--- config.mk ---
export PLATFORM = sky130hd
export DESIGN_NAME = boot_info_framebuffer_tag_parser
export DESIGN_NICKNAME = d
export VERILOG_FILES = /design/src/rtl/bift_pkg.sv /design/src/rtl/bift_front.sv /design/src/rtl/bift_queue.sv /design/src/rtl/bift_back.sv /design/src/rtl/boot_info_framebuffer_tag_parser.sv
export VERILOG_INCLUDE_DIRS = /design/src /design/src/rtl
export SDC_FILE = /design/constraint.sdc
export NUM_CORES = 2
export LEC_CHECK = 0
export BUFFER_PORTS_ARGS = -buffer_cell sky130_fd_sc_hd__buf_2
export CORE_MARGIN = 8
export CORE_UTILIZATION = 60
export DETAILED_ROUTE_END_ITERATION = 6
export PLACE_DENSITY = 0.73
export REMOVE_ABC_BUFFERS = 1
export SYNTH_ARGS = -nofsm -noshare
export SYNTH_HDL_FRONTEND = slang
export SYNTH_HIERARCHICAL = 1
export SYNTH_SLANG_ARGS = --single-unit
--- constraint.sdc ---
create_clock -name clk -period 25.5 [get_ports clk]
set_input_delay 5.1 -clock clk [delete_from_list [all_inputs] [get_ports clk]]
set_output_delay 5.1 -clock clk [all_outputs]
set_load 0.02 [all_outputs]
--- src/rtl/boot_info_framebuffer_tag_parser_assert.svh ---
// Assertion helpers shared by the parser modules.
`ifndef BOOT_INFO_FRAMEBUFFER_TAG_PARSER_ASSERT_SVH
`define BOOT_INFO_FRAMEBUFFER_TAG_PARSER_ASSERT_SVH

// Same-cycle implication.
`define BIFT_ASSERT_IMP(lbl, clk, rst_n, ante, cons) \
	lbl: assert property (@(posedge clk) disable iff (!rst_n) (ante) |-> (cons)) \
		else $error("bift assertion failed");

// Next-cycle implication.
`define BIFT_ASSERT_NXT(lbl, clk, rst_n, ante, cons) \
	lbl: assert property (@(posedge clk) disable iff (!rst_n) (ante) |=> (cons)) \
		else $error("bift assertion failed");

`endif

--- src/rtl/bift_pkg.sv ---
package bift_pkg;

	typedef struct packed {
		logic [7:0] data_byte;
		logic       first;
		logic       last;
	} byte_item_t;

	typedef struct packed {
		logic [1:0]  status;
		logic [63:0] fb_base;
		logic [31:0] width;
		logic [31:0] height;
		logic [31:0] pitch;
		logic [7:0]  depth_bits;
	} result_t;

	localparam logic [31:0] BOOT_MAGIC  = 32'h36D7_6289;
	localparam logic [31:0] HDR_BYTES   = 32'd8;
	localparam logic [31:0] FB_MIN_SIZE = 32'd32;
	localparam logic [31:0] MIN_SIZE    = 32'd16;
	localparam logic [31:0] KIND_END    = 32'd0;
	localparam logic [31:0] KIND_FB     = 32'd8;
	localparam logic [7:0]  MIN_DEPTH   = 8'd8;

	localparam logic [1:0] ST_FOUND      = 2'd0;
	localparam logic [1:0] ST_BAD_MAGIC  = 2'd1;
	localparam logic [1:0] ST_NO_FB      = 2'd2;
	localparam logic [1:0] ST_STREAM_END = 2'd3;

endpackage

--- src/rtl/bift_front.sv ---
`include "boot_info_framebuffer_tag_parser_assert.svh"

module bift_front (
	input  logic                 clk,
	input  logic                 arst_n,
	input  logic                 take,
	input  bift_pkg::byte_item_t item,
	output logic                 dec_push,
	output bift_pkg::result_t    dec
);
	import bift_pkg::*;

	localparam logic [2:0] PH_IDLE   = 3'd0;
	localparam logic [2:0] PH_INFO   = 3'd1;
	localparam logic [2:0] PH_TAGHDR = 3'd2;
	localparam logic [2:0] PH_FBBODY = 3'd3;
	localparam logic [2:0] PH_SKIP   = 3'd4;

	localparam logic [4:0] CNT_MAGIC_END = 5'd3;
	localparam logic [4:0] CNT_INFO_END  = 5'd7;
	localparam logic [4:0] CNT_ADDR_END  = 5'd8;
	localparam logic [4:0] CNT_PITCH_END = 5'd12;
	localparam logic [4:0] CNT_WIDTH_END = 5'd16;
	localparam logic [4:0] CNT_HGT_END   = 5'd20;
	localparam logic [4:0] CNT_DEPTH     = 5'd20;

	logic [2:0]  phase_q, phase_d;
	logic [4:0]  cnt_q, cnt_d;
	logic [31:0] pos_q, nts_q, nts_d;
	logic [31:0] lim_q, kind_q, len_q, size_q;
	logic [63:0] addr_q;
	logic [31:0] pitch_q, width_q, height_q;

	logic        proc, decide, live, fb_ok, adv_fail;
	logic [1:0]  status;
	logic [2:0]  ph;
	logic [4:0]  cnt;
	logic [31:0] pos, len_cur, len_sel, size_cur, magic_cur;
	logic [32:0] pad_sum;
	logic [33:0] nxt;

	assign proc      = take && (item.first || phase_q != PH_IDLE);
	assign ph        = item.first ? PH_INFO : phase_q;
	assign cnt       = item.first ? 5'd0 : cnt_q;
	assign pos       = item.first ? 32'd0 : pos_q;
	assign len_cur   = {item.data_byte, len_q[23:0]};
	assign size_cur  = {item.data_byte, size_q[23:0]};
	assign magic_cur = {item.data_byte, kind_q[23:0]};
	assign len_sel   = (ph == PH_TAGHDR) ? len_cur : len_q;
	// next tag offset, padded to 8 bytes; fits if nxt + 8 <= size
	assign pad_sum   = {1'b0, len_sel} + 33'd7;
	assign nxt       = {2'b00, nts_q} + {1'b0, pad_sum[32:3], 3'b000};
	assign adv_fail  = (nxt[33:32] != 2'b00) || (nxt[31:0] > lim_q);
	assign fb_ok     = (addr_q != 64'd0) && (width_q != 32'd0) && (height_q != 32'd0)
		&& (item.data_byte >= MIN_DEPTH);

	always_comb begin
		phase_d = phase_q;
		cnt_d   = cnt + 5'd1;
		nts_d   = nts_q;
		decide  = 1'b0;
		live    = 1'b1;
		status  = ST_FOUND;
		unique case (ph)
			PH_INFO: begin
				if (cnt == CNT_MAGIC_END && magic_cur != BOOT_MAGIC) begin
					decide = 1'b1;
					status = ST_BAD_MAGIC;
				end else if (cnt == CNT_INFO_END) begin
					if (size_cur < MIN_SIZE) begin
						decide = 1'b1;
						status = ST_NO_FB;
					end else begin
						phase_d = PH_TAGHDR;
						cnt_d   = 5'd0;
						nts_d   = HDR_BYTES;
					end
				end else begin
					phase_d = PH_INFO;
				end
			end
			PH_TAGHDR: begin
				if (cnt[2:0] == 3'd7) begin
					if (kind_q == KIND_END || len_cur < HDR_BYTES) begin
						decide = 1'b1;
						status = ST_NO_FB;
					end else if (kind_q == KIND_FB && len_cur >= FB_MIN_SIZE) begin
						phase_d = PH_FBBODY;
						cnt_d   = 5'd0;
					end else if (adv_fail) begin
						decide = 1'b1;
						status = ST_NO_FB;
					end else begin
						nts_d   = nxt[31:0];
						cnt_d   = 5'd0;
						phase_d = (len_cur == HDR_BYTES) ? PH_TAGHDR : PH_SKIP;
					end
				end
			end
			PH_FBBODY: begin
				if (cnt == CNT_DEPTH) begin
					if (fb_ok) begin
						decide = 1'b1;
						status = ST_FOUND;
					end else if (adv_fail) begin
						decide = 1'b1;
						status = ST_NO_FB;
					end else begin
						nts_d   = nxt[31:0];
						phase_d = PH_SKIP;
					end
				end
			end
			PH_SKIP: begin
				if (pos + 32'd1 == nts_q) begin
					phase_d = PH_TAGHDR;
					cnt_d   = 5'd0;
				end
			end
			default: begin
				phase_d = PH_IDLE;
				live    = 1'b0;
			end
		endcase
		if (live && !decide && item.last) begin
			decide = 1'b1;
			status = ST_STREAM_END;
		end
		if (decide) begin
			phase_d = PH_IDLE;
		end
	end

	assign dec_push = proc && decide;

	always_comb begin
		dec        = '0;
		dec.status = status;
		if (status == ST_FOUND) begin
			dec.fb_base    = addr_q;
			dec.width      = width_q;
			dec.height     = height_q;
			dec.pitch      = pitch_q;
			dec.depth_bits = item.data_byte;
		end
	end

	always_ff @(posedge clk or negedge arst_n) begin
		if (!arst_n) begin
			phase_q <= PH_IDLE;
			cnt_q   <= 5'd0;
			pos_q   <= 32'd0;
			nts_q   <= HDR_BYTES;
		end else if (proc) begin
			phase_q <= phase_d;
			cnt_q   <= cnt_d;
			pos_q   <= pos + 32'd1;
			nts_q   <= nts_d;
		end
	end

	always_ff @(posedge clk) begin
		if (proc) begin
			case (ph)
				PH_INFO: begin
					if (!cnt[2]) begin
						kind_q[{cnt[1:0], 3'b000} +: 8] <= item.data_byte;
					end else begin
						size_q[{cnt[1:0], 3'b000} +: 8] <= item.data_byte;
					end
					if (cnt == CNT_INFO_END) begin
						lim_q <= size_cur - HDR_BYTES;
					end
				end
				PH_TAGHDR: begin
					if (!cnt[2]) begin
						kind_q[{cnt[1:0], 3'b000} +: 8] <= item.data_byte;
					end else begin
						len_q[{cnt[1:0], 3'b000} +: 8] <= item.data_byte;
					end
				end
				PH_FBBODY: begin
					if (cnt < CNT_ADDR_END) begin
						addr_q[{cnt[2:0], 3'b000} +: 8] <= item.data_byte;
					end else if (cnt < CNT_PITCH_END) begin
						pitch_q[{cnt[1:0], 3'b000} +: 8] <= item.data_byte;
					end else if (cnt < CNT_WIDTH_END) begin
						width_q[{cnt[1:0], 3'b000} +: 8] <= item.data_byte;
					end else if (cnt < CNT_HGT_END) begin
						height_q[{cnt[1:0], 3'b000} +: 8] <= item.data_byte;
					end
				end
				default: begin
				end
			endcase
		end
	end

	`BIFT_ASSERT_IMP(a_tag_offset_aligned, clk, arst_n, phase_q != PH_IDLE, nts_q[2:0] == 3'b000)
	`BIFT_ASSERT_NXT(a_idle_after_result, clk, arst_n, dec_push, phase_q == PH_IDLE)
	`BIFT_ASSERT_IMP(a_skip_before_tag, clk, arst_n, phase_q == PH_SKIP, pos_q < nts_q)

endmodule

--- src/rtl/bift_queue.sv ---
`include "boot_info_framebuffer_tag_parser_assert.svh"

module bift_queue #(
	parameter int DEPTH = 4
) (
	input  logic              clk,
	input  logic              arst_n,
	input  logic              push,
	input  bift_pkg::result_t wdata,
	input  logic              pop,
	output bift_pkg::result_t rdata,
	output logic              empty,
	output logic              full
);
	import bift_pkg::*;

	localparam int AW = (DEPTH > 1) ? $clog2(DEPTH) : 1;
	localparam int CW = $clog2(DEPTH + 1);

	result_t         mem [DEPTH];
	logic [AW-1:0]   wr_q, rd_q;
	logic [CW-1:0]   count_q;
	logic            do_push, do_pop;

	assign empty   = count_q == '0;
	assign full    = count_q == CW'(DEPTH);
	assign do_push = push && !full;
	assign do_pop  = pop && !empty;
	assign rdata   = mem[rd_q];

	always_ff @(posedge clk) begin
		if (do_push) begin
			mem[wr_q] <= wdata;
		end
	end

	always_ff @(posedge clk or negedge arst_n) begin
		if (!arst_n) begin
			wr_q    <= '0;
			rd_q    <= '0;
			count_q <= '0;
		end else begin
			if (do_push) begin
				wr_q <= (wr_q == AW'(DEPTH - 1)) ? '0 : wr_q + AW'(1);
			end
			if (do_pop) begin
				rd_q <= (rd_q == AW'(DEPTH - 1)) ? '0 : rd_q + AW'(1);
			end
			case ({do_push, do_pop})
				2'b10:   count_q <= count_q + CW'(1);
				2'b01:   count_q <= count_q - CW'(1);
				default: count_q <= count_q;
			endcase
		end
	end

	`BIFT_ASSERT_IMP(a_count_bound, clk, arst_n, 1'b1, count_q <= CW'(DEPTH))
	`BIFT_ASSERT_NXT(a_push_grows, clk, arst_n, push && !pop && !full, count_q == $past(count_q) + CW'(1))
	`BIFT_ASSERT_NXT(a_pop_shrinks, clk, arst_n, pop && !push && !empty, count_q == $past(count_q) - CW'(1))

endmodule

--- src/rtl/bift_back.sv ---
module bift_back (
	input  logic              clk,
	input  logic              arst_n,
	input  logic              q_empty,
	input  bift_pkg::result_t q_head,
	output logic              q_pop,
	input  logic              pop,
	output logic              empty,
	output bift_pkg::result_t result
);
	import bift_pkg::*;

	logic        out_v_q;
	result_t     res_q;
	result_t     head_fix;
	logic [36:0] prod;
	logic [31:0] pitch_fix;

	// zero pitch: width * bytes per pixel
	assign prod      = {5'b0, q_head.width} * {32'b0, q_head.depth_bits[7:3]};
	assign pitch_fix = (q_head.pitch != 32'd0) ? q_head.pitch : prod[31:0];
	assign q_pop     = !q_empty && (!out_v_q || pop);
	assign empty     = !out_v_q;
	assign result    = res_q;

	always_comb begin
		head_fix       = q_head;
		head_fix.pitch = pitch_fix;
	end

	always_ff @(posedge clk or negedge arst_n) begin
		if (!arst_n) begin
			out_v_q <= 1'b0;
		end else if (q_pop) begin
			out_v_q <= 1'b1;
		end else if (pop) begin
			out_v_q <= 1'b0;
		end
	end

	always_ff @(posedge clk) begin
		if (q_pop) begin
			res_q <= head_fix;
		end
	end

endmodule

--- src/rtl/boot_info_framebuffer_tag_parser.sv ---
// Framebuffer tag parser for a boot information structure fed one byte per item.
// A byte with first set starts a structure; the parser checks the magic word, walks
// the tag list and delivers exactly one result per structure (found, bad magic, no
// usable framebuffer tag, or stream ended on the byte marked last). Bytes are accepted
// one per cycle while full is low; full rises only when QUEUE_DEPTH results
// are waiting in the queue between the parser and the output register. A result is
// written into the queue and then moves into the output register once that register
// is free. No clearing pass after reset.
module boot_info_framebuffer_tag_parser #(
	parameter int QUEUE_DEPTH = 4
) (
	input  logic                 clk,
	input  logic                 arst_n,
	input  logic                 push,
	output logic                 full,
	input  bift_pkg::byte_item_t byte_item,
	input  logic                 pop,
	output logic                 empty,
	output bift_pkg::result_t    result
);
	import bift_pkg::*;

	logic    take, dec_push, q_empty, q_full, q_pop;
	result_t dec, q_head;

	assign take = push && !q_full;
	assign full = q_full;

	bift_front u_front (
		.clk      (clk),
		.arst_n   (arst_n),
		.take     (take),
		.item     (byte_item),
		.dec_push (dec_push),
		.dec      (dec)
	);

	bift_queue #(
		.DEPTH (QUEUE_DEPTH)
	) u_queue (
		.clk    (clk),
		.arst_n (arst_n),
		.push   (dec_push),
		.wdata  (dec),
		.pop    (q_pop),
		.rdata  (q_head),
		.empty  (q_empty),
		.full   (q_full)
	);

	bift_back u_back (
		.clk     (clk),
		.arst_n  (arst_n),
		.q_empty (q_empty),
		.q_head  (q_head),
		.q_pop   (q_pop),
		.pop     (pop),
		.empty   (empty),
		.result  (result)
	);

endmodule
==> flow_metrics.tcl <==
set metrics [dict create \
    number_of_antenna_violations_at_the_first_check_in_global_routing 0 \
    first_iter_violations 3089 \
    min_path_type "flop to flop" \
    via_count 31100 \
    cts-buffers-inserted 116 \
    area_of_the_multi_input_gates_um2 17400 \
    share_of_flip_flops_with_an_asynchronous_set_or_reset_after_synthesis_pct 6.38 \
    core_area_um2 91100 \
    die_area_um2 101000 \
    relative_contribution_of_sequential_cells_to_total_power_pct 31.2 \
    crit_cells 28 \
    finalWirelength_um 124000 \
    p_int_uw 5030 \
    area_growth_syn_to_layout_pct 10.5 \
    ir_drop_v 0.000145 \
    fin_crit_sh_pct 48.9 \
    largest_reg_flops 680 \
    cp_num_buf_inv 3 \
    rr_worst_depth 29 \
    critical-path-slowest-cell "nor2b_4" \
    crit_type "input port to flop" \
    start_kind "input port" \
    required_ns 26.02 \
    syn-cell-area_um2 54800 \
    worst_path_dominant_cell_family "compound AO/OA/AOI/OAI gates" \
    p_sw_share_pct 40.2 \
    holdPathStages 0 \
    post_cts.resized_instances 0 \
    antenna_cells_inserted 0 \
    synthTopCellsByCount "edfxtp_1, and2_1, inv_1, nand2_1, mux4_2" \
    fmax_mhz 80.2 \
    number_of_failing_hold_endpoints_at_the_final_stage 0 \
    ys.flop_type "edfxtp_1" \
    slew_headroom_pct 18.4 \
    fp-row-count 111 \
    drt_pass1_iterations 6 \
    setup_viol_count_final 0 \
    tritoncts_num_sinks 1207 \
    synthesized_area_divided_by_synthesized_cell_count_um2 15.1 \
    drcViolationCount 0 \
    start_util_pct 60.1 \
    status "complete, no violations" \
    clock-skew-final_ns 0.0281 \
    max-cap-violations 0 \
    final.hold.worst_slack_ns 0.451 \
    ff_latch_area_um2 35900 \
    synth.ff_latch_count 1207 \
    fillerInstances 6305 \
    comb_power_share_pct 48.7 \
    die_height_um 318 \
    ys_seq_area_share_pct 65.5 \
    synth.area.top_cells "edfxtp_1, mux4_2, and2_1, dfrtp_1, fa_1" \
    netlist-cell-type-count 95 \
    number_of_nets_with_antenna_violations_after_detailed_routing 0 \
    critical_path_peak_fanout 67 \
    synthMostInstantiatedCell "edfxtp_1" \
    timing.critical_path.to_type "flop" \
    synth-warning-count 6 \
    max_stage_delay_ns 0.82 \
    timing.rr.start "u_front/len_q[4]" \
    netSwitchingPower_uw 3380 \
    grt_pass1_vias 31000 \
    grt_start_max_net_pins 136 \
    cts.root.buffer_cell "clkbuf_16" \
    rsz0062_at_grt "no" \
    fp.dieW_um 318 \
    synth-edff-count 1130 \
    io_pins 186 \
    static-leakage-power_uw 0.0216 \
    post-cts-setup-buffer-count 0 \
    clk_pin_slew_worst_paths_ns 0.06 \
    pwr_cell_area_nw_per_um2 139 \
    post-dp-hpwl_um 81600 \
    tritoncts "done" \
    drive_gt1_share_pct 15.4 \
    grt_overflow 0 \
    synth_cells 3625 \
    pwr-share-clk_pct 20.1 \
    worst_slew_pin_slew_ns 1.21 \
    fin_nets 4007 \
    track_usage_pct 24.2 \
    worstPathArrival_ns 12.99 \
    postCtsHoldBufs 0 \
    grt_pass1_wl_um 189000 \
    post_drt_wl_per_cell_um 24.4 \
    synth.largest_area_cell "edfxtp_1" \
    ctsHtreeMaxLevel 3 \
    yosys.area.top_type_share_pct 62.0 \
    fin_setup_tns_ns 0 \
    cts-root-to-sink-buffers 3 \
    min-delay-start "u_front/size_q[1]" \
    placement.io_buffers 185 \
    largest-register "u_queue/mem" \
    timing.critical_path.from "byte_item[1]" \
    clock_insertion_delay_worst_skew_ns 0.70 \
    vias_per_cell 6.13 \
    slew_viol_final 0 \
    gp_congestion 0.950 \
    finalCriticalPeriod_ns 12.47 \
]
## worst reg2reg max path: cells and delay by family, from the launching register on
| family | cells | cell delay [ns] |
|---|---|---|
| flip-flops | 1 | 0.43 |
| adder cells (fa/ha/maj) | 2 | 0.74 |
| XOR/XNOR | 2 | 0.41 |
| AND/OR/NAND/NOR | 11 | 2.75 |
| AO/OA/AOI/OAI | 12 | 3.67 |
| buffers and inverters | 2 | 1.35 |
## path summary, 6_finish.rpt
check                                          end  slack [ns]
worst max-delay path            u_queue/mem[1][82]       13.03
worst min-delay path              u_front/lim_q[1]        0.45
worst max register to register  u_queue/mem[1][82]       15.97
worst min register to register    u_front/lim_q[1]        0.45
max in group asynchronous       u_front/phase_q[0]       20.10
min in group asynchronous        u_front/nts_q[22]        4.33
## layout by cell type, fill, tap and decap left out, types with 9 or more instances in the layout
cell type	Yosys	layout
o211ai_1	11	11
edfxtp_1	1130	1130
mux4_2	170	170
nand4_1	53	53
nand2b_1	15	15
a21o_1	51	51
inv_1	208	208
buf_4	6	31
and3_1	34	30
nor2_1	93	92
xnor2_1	93	93
nor2b_1	32	32
nor3_1	68	67
clkinv_1	1	22
a31oi_1	9	9
o21ai_0	105	105
buf_2	35	184
mux2i_1	15	15
clkbuf_16	0	116
and4_1	9	9
ha_1	107	107
bufinv_16	0	13
clkbuf_1	90	29
clkinv_2	0	14
fa_1	85	85
xor2_1	61	61
a211oi_1	9	9
and2_1	397	397
or3_1	12	12
nand3_1	81	81
a21oi_1	111	109
nor4_1	80	78
nand2_1	184	183
o21a_1	10	10
dfrtp_1	76	74
## final cells by class
| type | instances | share of cell area [%] |
|---|---|---|
| Inverter | 209 | 1.30 |
| Clock buffer | 145 | 4.98 |
| Timing Repair Buffer | 220 | 2.07 |
| Multi-Input combinational cell | 2047 | 28.7 |
| Clock inverter | 66 | 1.24 |
| Sequential cell | 1207 | 59.3 |
| Tap cell | 1186 | 2.45 |
## power by group through the flow
stage | Combinational, uW | Sequential [uW] | Clock (uW)
global placement | 4040 | 2660 | 0
detailed placement | 4070 | 2660 | 0
global route | 4550 | 2650 | 1800
CTS | 4100 | 2620 | 1720
floorplan | 2920 | 2910 | 0
finish | 4100 | 2620 | 1690
## kinds of logic after synthesis
kind of cell | count (synthesis) | share of synthesized area, %
flops | 1207 | 65.5
simple gates | 1103 | 11.3
compound gates | 409 | 4.87
buf+inv | 371 | 2.95
fa+ha+maj | 192 | 5.55
mux | 189 | 7.36
xor+xnor | 154 | 2.46
## per-layer routing
layer	global-route usage, %	part of all wire, %
met1	33.5	41
met3	3.44	6.7
met2	40.3	49
met5	0	0
met4	7.52	2.9
## through the flow
step	total power, uW	std cells	setup slack (ns)	util, %	area (um2)
floorplan	5830	3463	10.08	-	53900
global placement	6700	4869	12.35	62.3	56700
detailed placement	6730	4869	12.40	62.3	56700
CTS	8440	5080	13.13	66.4	60500
global route	9000	5080	12.50	66.4	60500
finish	8410	5080	13.03	66.4	60500
Note: power is estimated with default switching activity, not from simulation.
